**config.mk**
```make
export PLATFORM = sky130hd
export DESIGN_NAME = fifo_queue_unique_keys_flat
export DESIGN_NICKNAME = d
export VERILOG_FILES = /design/src/hdl/fqu_pkg.sv /design/src/hdl/fqu_if.sv /design/src/hdl/fifo_queue_unique_keys.sv /design/src/hdl/fqu_store.sv /design/src/flat_wrapper.sv
export SDC_FILE = /design/constraint.sdc
export NUM_CORES = 1
export LEC_CHECK = 0
export BUFFER_PORTS_ARGS = -buffer_cell sky130_fd_sc_hd__buf_2
export CORE_UTILIZATION = 55
export DETAILED_ROUTE_END_ITERATION = 10
export GPL_TIMING_DRIVEN = 0
export PLACE_DENSITY = 0.76
export SYNTH_ARGS = -nofsm -noshare
export SYNTH_HDL_FRONTEND = slang
export SYNTH_HIERARCHICAL = 1
export SYNTH_SLANG_ARGS = --single-unit
```
**constraint.sdc**
```tcl
create_clock -name clk_i -period 8.6 [get_ports clk_i]
set_clock_uncertainty 0.15 [all_clocks]
set_input_delay 1.72 -clock clk_i [delete_from_list [all_inputs] [get_ports clk_i]]
set_output_delay 1.72 -clock clk_i [all_outputs]
set_load 0.1 [all_outputs]
```
**src/hdl/fqu_pkg.sv**
```systemverilog
// Package for the unique-key queue: field widths, status codes, entry type and control states.
package fqu_pkg;

  localparam int unsigned DefDepth = 16;
  localparam int unsigned KeyW     = 32;
  localparam int unsigned DataW    = 32;
  localparam int unsigned StatusW  = 3;
  localparam int unsigned CountW   = 5;

  typedef enum logic [StatusW-1:0] {
    ST_ENQUEUED  = 3'd0,
    ST_DUPLICATE = 3'd1,
    ST_FULL      = 3'd2,
    ST_DEQUEUED  = 3'd3,
    ST_EMPTY     = 3'd4
  } status_e;

  typedef enum logic [1:0] {
    FQU_IDLE,
    FQU_SCAN,
    FQU_FINISH
  } fqu_state_e;

  typedef struct packed {
    logic signed [KeyW-1:0]  key;
    logic signed [DataW-1:0] data;
  } entry_t;

endpackage

```
**src/hdl/fqu_if.sv**
```systemverilog
// Request and response channel interfaces of the unique-key queue.
interface fqu_req_if;
  import fqu_pkg::*;

  logic                    valid;
  logic                    ready;
  logic                    mode;
  logic signed [KeyW-1:0]  entry_key;
  logic signed [DataW-1:0] entry_data;

  modport source (output valid, mode, entry_key, entry_data, input ready);
  modport sink   (input valid, mode, entry_key, entry_data, output ready);
endinterface

interface fqu_rsp_if;
  import fqu_pkg::*;

  logic                    valid;
  logic                    ready;
  logic [StatusW-1:0]      status;
  logic signed [KeyW-1:0]  out_key;
  logic signed [DataW-1:0] out_data;
  logic [CountW-1:0]       held_count;
  logic                    is_empty;

  modport source (output valid, status, out_key, out_data, held_count, is_empty, input ready);
  modport sink   (input valid, status, out_key, out_data, held_count, is_empty, output ready);
endinterface

```
**src/hdl/fifo_queue_unique_keys.sv**
```systemverilog
// Top level of the unique-key queue: control sequencer, pointers and response register.
// A first-in first-out queue of DEPTH key/data pairs that refuses an enqueue whose key is
// already held (status 1) or that finds the queue full (status 2); a dequeue returns the
// oldest pair (status 3) or reports empty (status 4). One request transaction is worked at a
// time. The stored keys are read one per cycle through the single read port of the key
// memory, from the oldest onward, and the scan stops at the first match. An enqueue reads each
// pair held before it in the scan state, or fewer on a match, and loads the response register
// from the finish state. A dequeue does one memory read and loads the response register from
// the finish state once the output register is free. The next request is taken the
// cycle after the response register loads. The response sits in that output register, so a
// new request is taken while an earlier response waits; the next response is held back only
// while that register is still full. There is no clearing pass after reset.
module fifo_queue_unique_keys #(
  parameter int unsigned DEPTH = fqu_pkg::DefDepth
) (
  input  logic         clk_i,
  input  logic         rst_ni,
  fqu_req_if.sink      in_i,
  fqu_rsp_if.source    out_o
);
  import fqu_pkg::*;

  localparam int unsigned IdxW = $clog2(DEPTH);
  localparam int unsigned CntW = $clog2(DEPTH + 1);
  localparam logic [IdxW-1:0] LastIdx = IdxW'(DEPTH - 1);
  localparam logic [CntW-1:0] FullCnt = CntW'(DEPTH);

  fqu_state_e        state_q, state_d;
  logic [IdxW-1:0]   head_q, head_d;
  logic [IdxW-1:0]   tail_q, tail_d;
  logic [CntW-1:0]   count_q, count_d;
  logic [IdxW-1:0]   scan_addr_q, scan_addr_d;
  logic [CntW-1:0]   left_q, left_d;
  logic              pend_q, pend_d;
  status_e           st_q, st_d;
  entry_t            req_q;

  logic              out_valid_q, out_valid_d;
  status_e           out_status_q;
  entry_t            out_entry_q;
  logic [CntW-1:0]   out_count_q;
  logic              out_load;

  logic              accept;
  logic              out_free;
  logic              rd_en;
  logic [IdxW-1:0]   rd_addr;
  entry_t            rd_entry;
  logic              wr_en;
  logic [CntW-1:0]   count_new;

  function automatic logic [IdxW-1:0] next_idx(input logic [IdxW-1:0] idx);
    next_idx = (idx == LastIdx) ? '0 : idx + 1'b1;
  endfunction

  fqu_store #(
    .DEPTH(DEPTH)
  ) u_store (
    .clk_i      (clk_i),
    .rd_en_i    (rd_en),
    .rd_addr_i  (rd_addr),
    .rd_entry_o (rd_entry),
    .wr_en_i    (wr_en),
    .wr_addr_i  (tail_q),
    .wr_entry_i (req_q)
  );

  assign in_i.ready = (state_q == FQU_IDLE);
  assign accept     = in_i.valid && in_i.ready;
  assign out_free   = !out_valid_q || out_o.ready;

  always_comb begin
    state_d     = state_q;
    head_d      = head_q;
    tail_d      = tail_q;
    count_d     = count_q;
    scan_addr_d = scan_addr_q;
    left_d      = left_q;
    pend_d      = 1'b0;
    st_d        = st_q;
    rd_en       = 1'b0;
    rd_addr     = head_q;
    wr_en       = 1'b0;
    out_load    = 1'b0;
    count_new   = count_q;
    out_valid_d = out_valid_q && !out_o.ready;

    unique case (state_q)
      FQU_IDLE: begin
        if (accept) begin
          if (in_i.mode) begin
            if (count_q == '0) begin
              st_d = ST_EMPTY;
            end else begin
              st_d  = ST_DEQUEUED;
              rd_en = 1'b1;
            end
            state_d = FQU_FINISH;
          end else begin
            scan_addr_d = head_q;
            left_d      = count_q;
            state_d     = FQU_SCAN;
          end
        end
      end
      FQU_SCAN: begin
        if (pend_q && (rd_entry.key == req_q.key)) begin
          st_d    = ST_DUPLICATE;
          state_d = FQU_FINISH;
        end else if (left_q == '0) begin
          st_d    = (count_q == FullCnt) ? ST_FULL : ST_ENQUEUED;
          state_d = FQU_FINISH;
        end else begin
          rd_en       = 1'b1;
          rd_addr     = scan_addr_q;
          scan_addr_d = next_idx(scan_addr_q);
          left_d      = left_q - 1'b1;
          pend_d      = 1'b1;
        end
      end
      FQU_FINISH: begin
        case (st_q)
          ST_ENQUEUED: count_new = count_q + 1'b1;
          ST_DEQUEUED: count_new = count_q - 1'b1;
          default:     count_new = count_q;
        endcase
        if (out_free) begin
          out_load    = 1'b1;
          out_valid_d = 1'b1;
          count_d     = count_new;
          state_d     = FQU_IDLE;
          if (st_q == ST_ENQUEUED) begin
            wr_en  = 1'b1;
            tail_d = next_idx(tail_q);
          end
          if (st_q == ST_DEQUEUED) begin
            head_d = next_idx(head_q);
          end
        end
      end
      default: state_d = FQU_IDLE;
    endcase
  end

  always_ff @(posedge clk_i or negedge rst_ni) begin
    if (!rst_ni) begin
      state_q     <= FQU_IDLE;
      head_q      <= '0;
      tail_q      <= '0;
      count_q     <= '0;
      scan_addr_q <= '0;
      left_q      <= '0;
      pend_q      <= 1'b0;
      st_q        <= ST_ENQUEUED;
      out_valid_q <= 1'b0;
    end else begin
      state_q     <= state_d;
      head_q      <= head_d;
      tail_q      <= tail_d;
      count_q     <= count_d;
      scan_addr_q <= scan_addr_d;
      left_q      <= left_d;
      pend_q      <= pend_d;
      st_q        <= st_d;
      out_valid_q <= out_valid_d;
    end
  end

  always_ff @(posedge clk_i) begin
    if (accept) begin
      req_q.key  <= in_i.entry_key;
      req_q.data <= in_i.entry_data;
    end
    if (out_load) begin
      out_status_q <= st_q;
      out_count_q  <= count_new;
      if (st_q == ST_DEQUEUED) begin
        out_entry_q <= rd_entry;
      end else begin
        out_entry_q <= '0;
      end
    end
  end

  assign out_o.valid      = out_valid_q;
  assign out_o.status     = out_status_q;
  assign out_o.out_key    = out_entry_q.key;
  assign out_o.out_data   = out_entry_q.data;
  assign out_o.held_count = CountW'(out_count_q);
  assign out_o.is_empty   = (out_count_q == '0);

endmodule

```
**src/hdl/fqu_store.sv**
```systemverilog
// Entry storage of the queue: key and data memories, one write and one registered read port.
module fqu_store #(
  parameter int unsigned DEPTH = fqu_pkg::DefDepth
) (
  input  logic                                     clk_i,
  input  logic                                     rd_en_i,
  input  logic [$clog2(DEPTH)-1:0]                 rd_addr_i,
  output fqu_pkg::entry_t                          rd_entry_o,
  input  logic                                     wr_en_i,
  input  logic [$clog2(DEPTH)-1:0]                 wr_addr_i,
  input  fqu_pkg::entry_t                          wr_entry_i
);
  import fqu_pkg::*;

  logic signed [KeyW-1:0]  key_mem  [DEPTH];
  logic signed [DataW-1:0] data_mem [DEPTH];
  entry_t                  rd_entry_q;

  always_ff @(posedge clk_i) begin
    if (wr_en_i) begin
      key_mem[wr_addr_i]  <= wr_entry_i.key;
      data_mem[wr_addr_i] <= wr_entry_i.data;
    end
  end

  always_ff @(posedge clk_i) begin
    if (rd_en_i) begin
      rd_entry_q.key  <= key_mem[rd_addr_i];
      rd_entry_q.data <= data_mem[rd_addr_i];
    end
  end

  assign rd_entry_o = rd_entry_q;

endmodule

```
**src/flat_wrapper.sv**
```systemverilog
// flat-port wrapper written by rule: the top's interface ports become plain ports
module fifo_queue_unique_keys_flat import fqu_pkg::*;
#(
  parameter int unsigned DEPTH = fqu_pkg::DefDepth
)
  (clk_i, rst_ni, in_i_valid, in_i_mode, in_i_entry_key, in_i_entry_data, in_i_ready, out_o_valid, out_o_status, out_o_out_key, out_o_out_data, out_o_held_count, out_o_is_empty, out_o_ready);
  fqu_req_if in_i_i ();
  fqu_rsp_if out_o_i ();
  input  logic clk_i;
  input  logic rst_ni;
  input wire logic [$bits(in_i_i.valid)-1:0] in_i_valid;
  input wire logic [$bits(in_i_i.mode)-1:0] in_i_mode;
  input wire logic [$bits(in_i_i.entry_key)-1:0] in_i_entry_key;
  input wire logic [$bits(in_i_i.entry_data)-1:0] in_i_entry_data;
  output wire logic [$bits(in_i_i.ready)-1:0] in_i_ready;
  output wire logic [$bits(out_o_i.valid)-1:0] out_o_valid;
  output wire logic [$bits(out_o_i.status)-1:0] out_o_status;
  output wire logic [$bits(out_o_i.out_key)-1:0] out_o_out_key;
  output wire logic [$bits(out_o_i.out_data)-1:0] out_o_out_data;
  output wire logic [$bits(out_o_i.held_count)-1:0] out_o_held_count;
  output wire logic [$bits(out_o_i.is_empty)-1:0] out_o_is_empty;
  input wire logic [$bits(out_o_i.ready)-1:0] out_o_ready;
  assign in_i_i.valid = in_i_valid;
  assign in_i_i.mode = in_i_mode;
  assign in_i_i.entry_key = in_i_entry_key;
  assign in_i_i.entry_data = in_i_entry_data;
  assign in_i_ready = in_i_i.ready;
  assign out_o_valid = out_o_i.valid;
  assign out_o_status = out_o_i.status;
  assign out_o_out_key = out_o_i.out_key;
  assign out_o_out_data = out_o_i.out_data;
  assign out_o_held_count = out_o_i.held_count;
  assign out_o_is_empty = out_o_i.is_empty;
  assign out_o_i.ready = out_o_ready;
  fifo_queue_unique_keys #(.DEPTH(DEPTH)) u_core (.clk_i(clk_i), .rst_ni(rst_ni), .in_i(in_i_i), .out_o(out_o_i));
endmodule
```
==> impl_metrics.toml <==
[floorplan]
fp.coreArea_sq_um = 84000
die_h_microns = 294
core.rowCount = 106
pin_count = 144
die-width_microns = 294
die_area_sq_um = 86400
initial_util = 0.558

[critical_path]
worst-endpoint-required_ps = 9000
path_cells = "xor2_1 > nor4_1 > nand4_1 > nor3_4 > or2_1 > clkbuf_4 > mux2_2 > nor2_1 > clkbuf_1 > a22oi_1 > nand2_1"
slowest_delay_ps = 1060
worstSetupStartpointType = "flop"
worstSetupEndpointType = "flop"
timing.critical_path.arrival_ps = 5880
worstPathBufferInverterCount = 2
cpMaxStageDelayCell = "nor2_1"
worst_path_dominant_cell_family = "simple AND/OR/NAND/NOR gates"
crit_fanout = 17
class_of_the_most_critical_setup_path = "flop to flop"

[synth]
synthDominantAreaCellType = "edfxtp_1"
synth-warning-count = 6
post_synth_main_area_contributors = "edfxtp_1, mux4_2, a22oi_1"
synth_area_per_cell_sq_um = 22.4
post_synthesis_instance_area_sq_um = 46900
leading_register_cell_type_out_of_synthesis = "edfxtp_1"
synth-async-reset-ratio = 0.0231
yosysMostFrequentCell = "edfxtp_1"
yosys.area.top_type_share = 0.784
postSynthRegisterBits = 1253
netlist_top_cells_count = "edfxtp_1, mux4_2, a22oi_1"
syn-num-nets = 2168
synth_edf_count = 1224
netlist-cell-type-count = 51
synthesis.instances = 2090
ys_seq_area_frac = 0.799

[drt]
routed_via_density = 6.29
detailroute.wirelength.met2_mm = 53.3
route.detailed.drc = 0
detailroute.wirelength.met3_mm = 9.45
top_layer_used = "met4"
wl_per_cell_microns = 29.2
met1_length_mm = 40.2
postRouteAntennaNets = 0
drt_first_pass_iters = 5
drt_first_iter_violations = 2546
total_wire_length_after_detailed_routing_mm = 107
via_count = 23000

[cells_and_area]
layout-drive-gt1-share = 0.281
final_cell_count_no_fill = 3651
synthToLayoutAreaGrowth_pct = 15.0
layout.nets = 2496
antenna_diodes = 0

[placement]
placement.setup.worst_slack_ps = 2930
gpl.final_weighted_congestion = 0.826
place_hpwl_mm = 65.9
numPortBuffers = 143
dp_cells = 3432

[timing]
drv_slew = 0
relSlewSlack = 0.0513
timing.fmax_mhz = 182
worst-slew-pin-transition_ps = 1420
setup_ws_ps = 3110
finalWorstPathRequiredPeriod_ps = 5490
final.period_utilization = 0.638
setup_viol = 0
unrepaired_setup_endpoints_after_global_routing = "no"
final_hold_viol_count = 0

[power_and_ir_drop]
power.switching_w = 0.00632
static-leakage-power_nw = 17.4
portion_of_total_power_attributed_to_the_clock_network = 0.261
cell_internal_pwr_w = 0.0127
p_seq_frac = 0.426
vdd_drop_max_v = 0.000321
comb_power_share = 0.313
power.switching_fraction = 0.332
power_density_nw_per_um2 = 352

[clock_tree]
clock_sink_count = 1253
cts_root_buffer = "clkbuf_16"
cts_buffers = 118
path_clk_slew_ps = 60
cts_repair_resize_count = 0
cts_hold_repair.buffers = 0
cts_post_setup_buffers_inserted = 0
ctsLongestPathBuffers = 3
cts_tree = "built"
cts.htree.levels = 3
insertion_delay_ps = 700

[global_routing]
grt_antenna_before_repair = 3
grt_first_pass_wirelength_mm = 155
via_count_of_the_first_global_routing_pass = 23600
grt_remaining_overflow = 0
track_usage = 0.252
largest_net_degree_at_the_start_of_global_routing = 57

[run_status]
status = "finished, final reports clean"

[hold_path]
worst_hold_path_type = "flop to flop"

[run]
drv_cap = 0
## registers in the layout, indices dropped and copies added (netlist names), 32 cells and up
register                   count
u_core/u_store/data_mem      512
u_core/u_store/key_mem       512
u_core/req_q                  64
u_core/u_store/rd_entry_o     64
u_core/out_o.out_data         32
u_core/out_o.out_key          32
## cell usage in the layout, fill, tap and decap left out, types with 10 or more instances in the layout
cell type     n
buf_2       156
and2_1       66
mux4_2      256
nor2_1       17
a22oi_1     128
mux2_2       12
nor2_4       12
buf_12       29
buf_6        36
o21ai_0      18
clkinv_2     28
clkbuf_1     67
buf_1        15
clkinv_1     28
nor4_1       10
edfxtp_1   1224
xor2_1       37
a21oi_1      13
nand2_1      82
clkbuf_16   119
dfrtp_1      29
## power by group through the flow
stage          logic (W)  clock network [W]  registers, W
3_5_place_dp     0.00592                  0       0.00821
4_1_cts          0.00600            0.00503       0.00809
2_1_floorplan    0.00349                  0       0.00887
5_1_grt          0.00625            0.00525       0.00816
6_report         0.00595            0.00496       0.00809
3_3_place_gp     0.00569                  0       0.00829
## area by class of cell
class	instances	area, sq um
sequential	1253	37500
fill	5299	30000
multi-input combinational	735	9010
clock buffer	139	3050
timing repair buffer	208	1800
tap	1134	1420
clock inverter	80	651
buffer	96	502
inverter	6	25.0
## layer usage
layer,track usage,vias up
met5,0,-
met4,0.0874,0
met3,0.0528,223
met1,0.337,12000
met2,0.415,1355
li1,-,9396
## path summary, 6_finish.rpt
kind | start | to | slack, ps | cells after the start
max reg2reg | u_core/req_q[34]$_DFFE_PP_ | u_core/u_store/rd_entry_o[2]$_DFFE_PP_ | 3110 | 11
min reg2reg | u_core/st_q[0]$_DFFE_PN0P_ | u_core/out_o.status[0]$_DFFE_PP_ | 370 | 0
max in group asynchronous | rst_ni | u_core/left_q[0]$_DFFE_PN0P_ | 6910 | 1
min in group asynchronous | rst_ni | u_core/out_o.valid$_DFF_PN0_ | 940 | 1
min | u_core/st_q[0]$_DFFE_PN0P_ | u_core/out_o.status[0]$_DFFE_PP_ | 370 | 0
max | u_core/req_q[34]$_DFFE_PP_ | u_core/u_store/rd_entry_o[2]$_DFFE_PP_ | 3110 | 11
## metrics by stage
stage	TNS, ps	utilization	hold slack, ps	total power, W	instance area [sq um]
2_1_floorplan	0	-	305	0.0124	46900
3_3_place_gp	-2271640	0.584	342	0.0140	49000
3_5_place_dp	0	0.598	355	0.0141	50200
4_1_cts	0	0.642	366	0.0191	53900
5_1_grt	0	0.642	382	0.0197	53900
6_report	0	0.642	368	0.0190	53900
## worst register-to-register path: stages, from the launching register on
cell and delay [ps]:
edfxtp_1 660, xor2_1 290, nor4_1 570, nand4_1 400, nor3_4 420, or2_1 150, clkbuf_4 190, mux2_2 400
nor2_1 1070, clkbuf_1 610, a22oi_1 300, nand2_1 150
## kinds of logic after synthesis
kind of cell,synth area share
DFF,0.799
buffers and inverters,0.0112
AOI/OAI and AO/OA,0.0269
muxes,0.126
xor gates and xnor gates,0.00747
and+or+nand+nor,0.0260
adders and majority gates,0.00256
Note: power is estimated with default switching activity, not from simulation.
